[src/hw/rtl/sii_pkg.sv]
`default_nettype none
// ----------------------------------------------------------------------------
// sii_pkg: shared types and constants of the SII EEPROM emulator
// Opcodes, CRC-8 constants, stream field widths and store defaults.
// ----------------------------------------------------------------------------
package sii_pkg;

  localparam int unsigned OPCODE_W = 2;

  localparam logic [OPCODE_W-1:0] OP_READ   = 2'd0;
  localparam logic [OPCODE_W-1:0] OP_WRITE  = 2'd1;
  localparam logic [OPCODE_W-1:0] OP_RELOAD = 2'd2;
  localparam logic [OPCODE_W-1:0] OP_UNSUP  = 2'd3;

  localparam logic [7:0]  CRC_INIT   = 8'hFF;
  localparam logic [7:0]  CRC_POLY   = 8'h07;
  localparam logic [7:0]  CRC_TOP    = 8'h80;
  localparam logic [15:0] BLANK_WORD = 16'hFFFF;

  // Header CRC covers fourteen bytes; the check byte sits in the next word.
  localparam int unsigned CRC_BYTES  = 14;
  localparam logic [2:0]  CHECK_WORD = 3'(CRC_BYTES / 2);
  localparam logic [2:0]  LINK_WORD  = 3'd0;
  localparam logic [2:0]  ALIAS_WORD = 3'd4;

  localparam int unsigned STORE_WORDS_DEF = 1024;

  // busy_req, word_address, read_four_words, write_word -> 34 bits, padded
  localparam int unsigned IN_DATA_W  = 40;
  // acknowledged, data_valid, result_data, command_error, checksum_error
  localparam int unsigned OUT_DATA_W = 72;

endpackage
`default_nettype wire

[src/hw/rtl/sii_crc8.sv]
`default_nettype none
// ----------------------------------------------------------------------------
// sii_crc8: byte-serial CRC-8 unit
// Folds one byte per step into a running CRC-8, MSB first.
// ----------------------------------------------------------------------------
module sii_crc8 (
  input  wire logic       clk_i,
  input  wire logic       init_i,
  input  wire logic       step_i,
  input  wire logic [7:0] byte_i,
  output      logic [7:0] crc_o
);
  import sii_pkg::*;

  logic [7:0] crc_q;
  logic [7:0] crc_d;

  always_comb begin
    logic [7:0] c;
    c = crc_q ^ byte_i;
    for (int b = 0; b < 8; b++) begin
      if ((c & CRC_TOP) != 8'h00) begin
        c = (c << 1) ^ CRC_POLY;
      end else begin
        c = c << 1;
      end
    end
    crc_d = c;
  end

  always_ff @(posedge clk_i) begin
    if (init_i) begin
      crc_q <= CRC_INIT;
    end else if (step_i) begin
      crc_q <= crc_d;
    end
  end

  assign crc_o = crc_q;

endmodule
`default_nettype wire

[config.mk]
export PLATFORM = sky130hd
export DESIGN_NAME = sii_crc8
export DESIGN_NICKNAME = d
export VERILOG_FILES = /design/src/hw/rtl/sii_pkg.sv /design/src/hw/rtl/sii_crc8.sv
export SDC_FILE = /design/constraint.sdc
export NUM_CORES = 1
export LEC_CHECK = 0
export CORE_MARGIN = 2
export CORE_UTILIZATION = 30
export CTS_BUF_LIST = sky130_fd_sc_hd__clkbuf_8
export DETAILED_ROUTE_END_ITERATION = 10
export DONT_BUFFER_PORTS = 1
export PLACE_DENSITY = 0.44
export SLEW_MARGIN = 0
export SYNTH_ARGS = -nofsm -noshare
export SYNTH_HDL_FRONTEND = slang
export SYNTH_SLANG_ARGS = --single-unit
export TNS_END_PERCENT = 20
[constraint.sdc]
create_clock -name clk_i -period 2.3 [get_ports clk_i]
set_input_delay 0.345 -clock clk_i [delete_from_list [all_inputs] [get_ports clk_i]]
set_output_delay 0.345 -clock clk_i [all_outputs]
set_load 0.02 [all_outputs]
After elaboration in Yosys (flattened, before gate mapping):

Index checks and enable logic that the tools add are counted.
Widths: inputs -> output; s select.

* logic and storage cells: 18
* memories: 0
* register bits: 8
* output and inout bits: 8
* RAM bits: 0
* ROM bits: 0
* input bits: 11
* latch bits: 0

* equal/unequal tests: 0
* magnitude comparators: 0
* add/sub/neg operators: 0
* multiply operators: 0
* shift operators: 0
* bitwise gates (word level): 9
* muxes and demuxes: 8
* reduce and logical (&&, ||, !) cells: 0
* divide/modulo/power cells: 0

Operators with widths (count)
* $mux 3: 8
* $not 3->3: 8
* $xor 8x8->8: 1

Depth between registers and ports, before layout:

* word-level depth: 17
* gate-level depth with buffers: 4
* gate-level depth less buffers: 4

Worst setup path before layout:

No wires, ideal clock.

* path type: register -> register
* start point: register crc_q[5] (netlist: crc_o[5])
* end point: register crc_q[6] (netlist: crc_o[6])
* stages on the path, launching flop included: 5
* arrival time: 1.588 ns
* period minus slack after synthesis: 1.715 ns
* required time: 2.173 ns
* slack: 0.585 ns
* buffers on the path: 0
* library setup time: 0.127 ns
* path through: dfxtp_1 -> xor2_1 -> xor3_1 -> o21ai_0 -> or3b_1

* word-level cells in the longest chain between the ends: 4

Ends and longest elaborated chain
* from (decl): RTL line sii_crc8.sv:15 `logic [7:0] crc_q;`
* from (signal assigned): RTL line sii_crc8.sv:35 `crc_q <= crc_d;`
* $xor 8x8->8 (*): RTL line sii_crc8.sv:20 `c = crc_q ^ byte_i;`
* $mux 3 (*): RTL line sii_crc8.sv:22 `if ((c & CRC_TOP) != 8'h00) begin`
* $not 3->3 (no source line)
* $mux 3 (*): RTL line sii_crc8.sv:22

Mark *: on every way between the ends. The rest lies on a longest branch, timed or not.
A chain may end at the register's enable or synchronous reset.

Worst setup path in the final report:

Ends and elaborated chain as after synthesis.

==> summary.md <==
| Metric | Value |
|---|---|
| Die W | `approximately 48 µm` |
| Io pins | `19` |
| TritonCTS clock tree | `done` |
| Post-synth top area cell | `dfxtp_1` |
| Worst slew margin | `71.2%` |
| Fin Clk Skew | `0.00193 ns` |
| Setup_tns | `0 ns` |
| RSZ-0062 raised after global routing | `false` |
| Rows | `16` |
| Average wire per standard cell | `roughly 13 µm` |
| WP buf/inv | `0` |
| Period utilization | `about four fifths` |
| Worst EP arrival | `1.98 ns` |
| Critical Path RT | `~2.4 ns` |
| Worst Tran Pin Value | `about 0.43 ns` |
| GP Congestion | `0.635` |
| Async S/R FF share, synth | `0%` |
| Nets | `67` |
| Crit path max fanout | `3` |
| Startpoint Class | `flop` |
| Sinks on Clock Net | `8` |
| Largest register FFs | `8` |
| Path type of the worst setup path | `flop to flop` |
| Critical R2R Capture | `crc_o[6]` |
| Port bufs | `0` |
| Die area | `0.00234 mm²` |
| Post-synth EDFFs | `0` |
| Gr usage total | `a little over a tenth` |
| Placed wire-length estimate | `837 µm` |
| Post-CTS Setup Repair Bufs | `0` |
| Worst path cell trace | `xor2_1 -> xor3_1 -> o21ai_0 -> or3b_1` |
| Met1 WL | `just over 500 µm` |
| Max Cap Viol | `0` |
| Crit path max-delay cell type | `dfxtp_1` |
| Hold Startpoint | `init_i` |
| Die height | `48.4 µm` |
| Global-route wire length before repair | `between 1500 and 2000 µm` |
| Comb pwr share | `between 40% and 50%` |
| Clk Latency, worst-skew pair | `0.23 ns` |
| Largest cells by area after synthesis | `dfxtp_1 27%, xnor3_1 15%, xnor2_1 15%` |
| Status | `finished, final reports clean` |
| Remaining antenna violation count | `0` |
| DR top layer | `met4` |
| H-tree level count | `1` |
| # DRC | `0` |
| Vias | `376` |
| Initial antenna violation count | `0` |
| Clock network power share | `18.0%` |
| Core ar. | `about 0.0019 mm²` |
| Worst hold slack | `0.214 ns` |
| Synth Instances | `52` |
| # setup viols final | `0` |
| Syn Nets | `63` |
| Yosys cell types | `17` |
| Top post-synthesis cells by count | `10 x xnor2_1, 8 x dfxtp_1, 4 x nor3_1, 4 x or3b_1, 4 x xnor3_1` |
| Cell Area, Synth | `between 500 and 600 µm²` |
| Vias in the first global route | `365` |
| WHS Endpoint | `crc_o[0]` |
| Pin count of the biggest net entering global routing | `10` |
| Worst Reg-to-Reg Cells | `4` |
| Yosys top cell area share | `27.1%` |
| CP endpoint kind | `flop` |
| Pint | `587 µW` |
| FF-to-FF setup slack | `0.42 ns` |
| Stages on the worst setup path | `4` |
| Clk buf depth | `2` |
| Max Fclk | `0.533 GHz` |
| Switching share of total power | `37.0%` |
| Sequential-to-total area share from yosys stat | `27.1%` |
| Maximum vdd drop | `0.399 mV` |
| Final hold vios | `0` |
| Tmin final | `1.88 ns` |
| # hold bufs at CTS | `0` |
| Warnings, synthesis | `0` |
| Flop and latch count out of synthesis | `8` |
| Leak Pwr | `0.000286 µW` |
| Filler instances | `200` |
| Met2 wire length | `about 450 µm` |
| Hold crit path type | `input pin to flop` |
| Starting Density | `between 30% and 40%` |
| Detailed router's first-iteration violation count | `3` |
| Syn Area/Cell | `11.4 µm²` |
| Grt total ovfl | `0` |
| Hold path depth | `1` |
| Clk pin slew, worst setup/hold paths | `~0.040 ns` |
| Top-count cell post-synth | `xnor2_1` |
| Share of layout cells above drive strength 1 | `9.26%` |
| Vias per cell | `4.64` |
| CTS root buf | `clkbuf_8` |
| Worst path top cell family by delay | `XOR/XNOR gates` |
| Reg2reg start | `crc_o[5]` |
| Num CTS Buffers | `3` |
| Layout area overhead | `12.1%` |
| Sequential share of power | `33.5%` |
| Drt total wl | `1070 µm` |
| PwrDens | `1410 mW/mm²` |
| Ant diodes | `0` |
| Final Max Tran Viols | `0` |
| P_sw | `345 µW` |
| Post-CTS Resized | `0` |
| CP peak stage delay | `0.46 ns` |
| Met3 routed WL | `79 µm` |
| First-pass iteration count of the detailed router | `2` |
| Ys flop type | `dfxtp_1` |
[through the flow]
step / cells / power [µW] / setup WS [ns] / area [µm²] / util [%]
2_1_floorplan: 52 / 715 / 0.585 / 591 / -
3_3_place_gp: 78 / 774 / 0.456 / 621 / 32.6
3_5_place_dp: 78 / 771 / 0.437 / 621 / 32.6
4_1_cts: 81 / 949 / 0.426 / 662 / 34.8
5_1_grt: 81 / 999 / 0.336 / 662 / 34.8
6_report: 81 / 933 / 0.425 / 662 / 34.8
[power by group through the flow]
stage                     logic, µW  registers, µW  clock network [µW]
after floorplan                 413            302                   0
after global placement          457            317                   0
after detailed placement        455            316                   0
after CTS                       459            314                 176
after global routing            494            323                 183
final                           453            312                 168
[worst reg2reg max path, stage by stage, from the launching register on]
cell	delay, ns
dfxtp_1	0.46
xor2_1	0.40
xor3_1	0.42
o21ai_0	0.13
or3b_1	0.35
[cell type report]
cell class	count	area, µm²	area share (%)
tap	27	33.8	5.10
multi-input combinational	42	423	63.9
inverter	1	3.75	0.567
clock buffer	3	41.3	6.24
sequential	8	160	24.2
[cells in the final DEF (no fill, tap or decap), drive strengths merged]
cell type	instances
inv	1
a211o	3
xnor2	12
nor3	4
xnor3	4
or3b	4
xor3	2
a21oi	1
o21bai	1
xor2	3
o21ai	4
dfxtp	8
nor2b	3
clkbuf	3
and3	1
[logic make-up after synthesis]
kind of cell / Yosys count / synth area share (%)
AND/OR/NAND/NOR: 12 / 13.6
XOR/XNOR: 21 / 48.1
flip-flops: 8 / 27.1
AO/OA/AOI/OAI: 9 / 9.96
buffers and inverters: 2 / 1.27
[metal layers]
layer / vias to the layer above / global-route usage, %
li1: 187 / -
met1: 174 / 14.2
met2: 13 / 13.9
met3: 2 / 4.32
met4: 0 / 7.14
met5: - / 0
[how the worst max path moves through the flow]
stage	start	end	slack (ns)
6_report	crc_o[5]	crc_o[6]	0.42
5_1_grt	crc_o[5]	crc_o[6]	0.34
4_1_cts	crc_o[5]	crc_o[6]	0.43
3_5_place_dp	crc_o[5]	crc_o[6]	0.44
3_3_place_gp	crc_o[5]	crc_o[6]	0.46
2_1_floorplan	crc_o[5]	crc_o[6]	0.58
No activity file was read; power rests on OpenSTA's default activity.
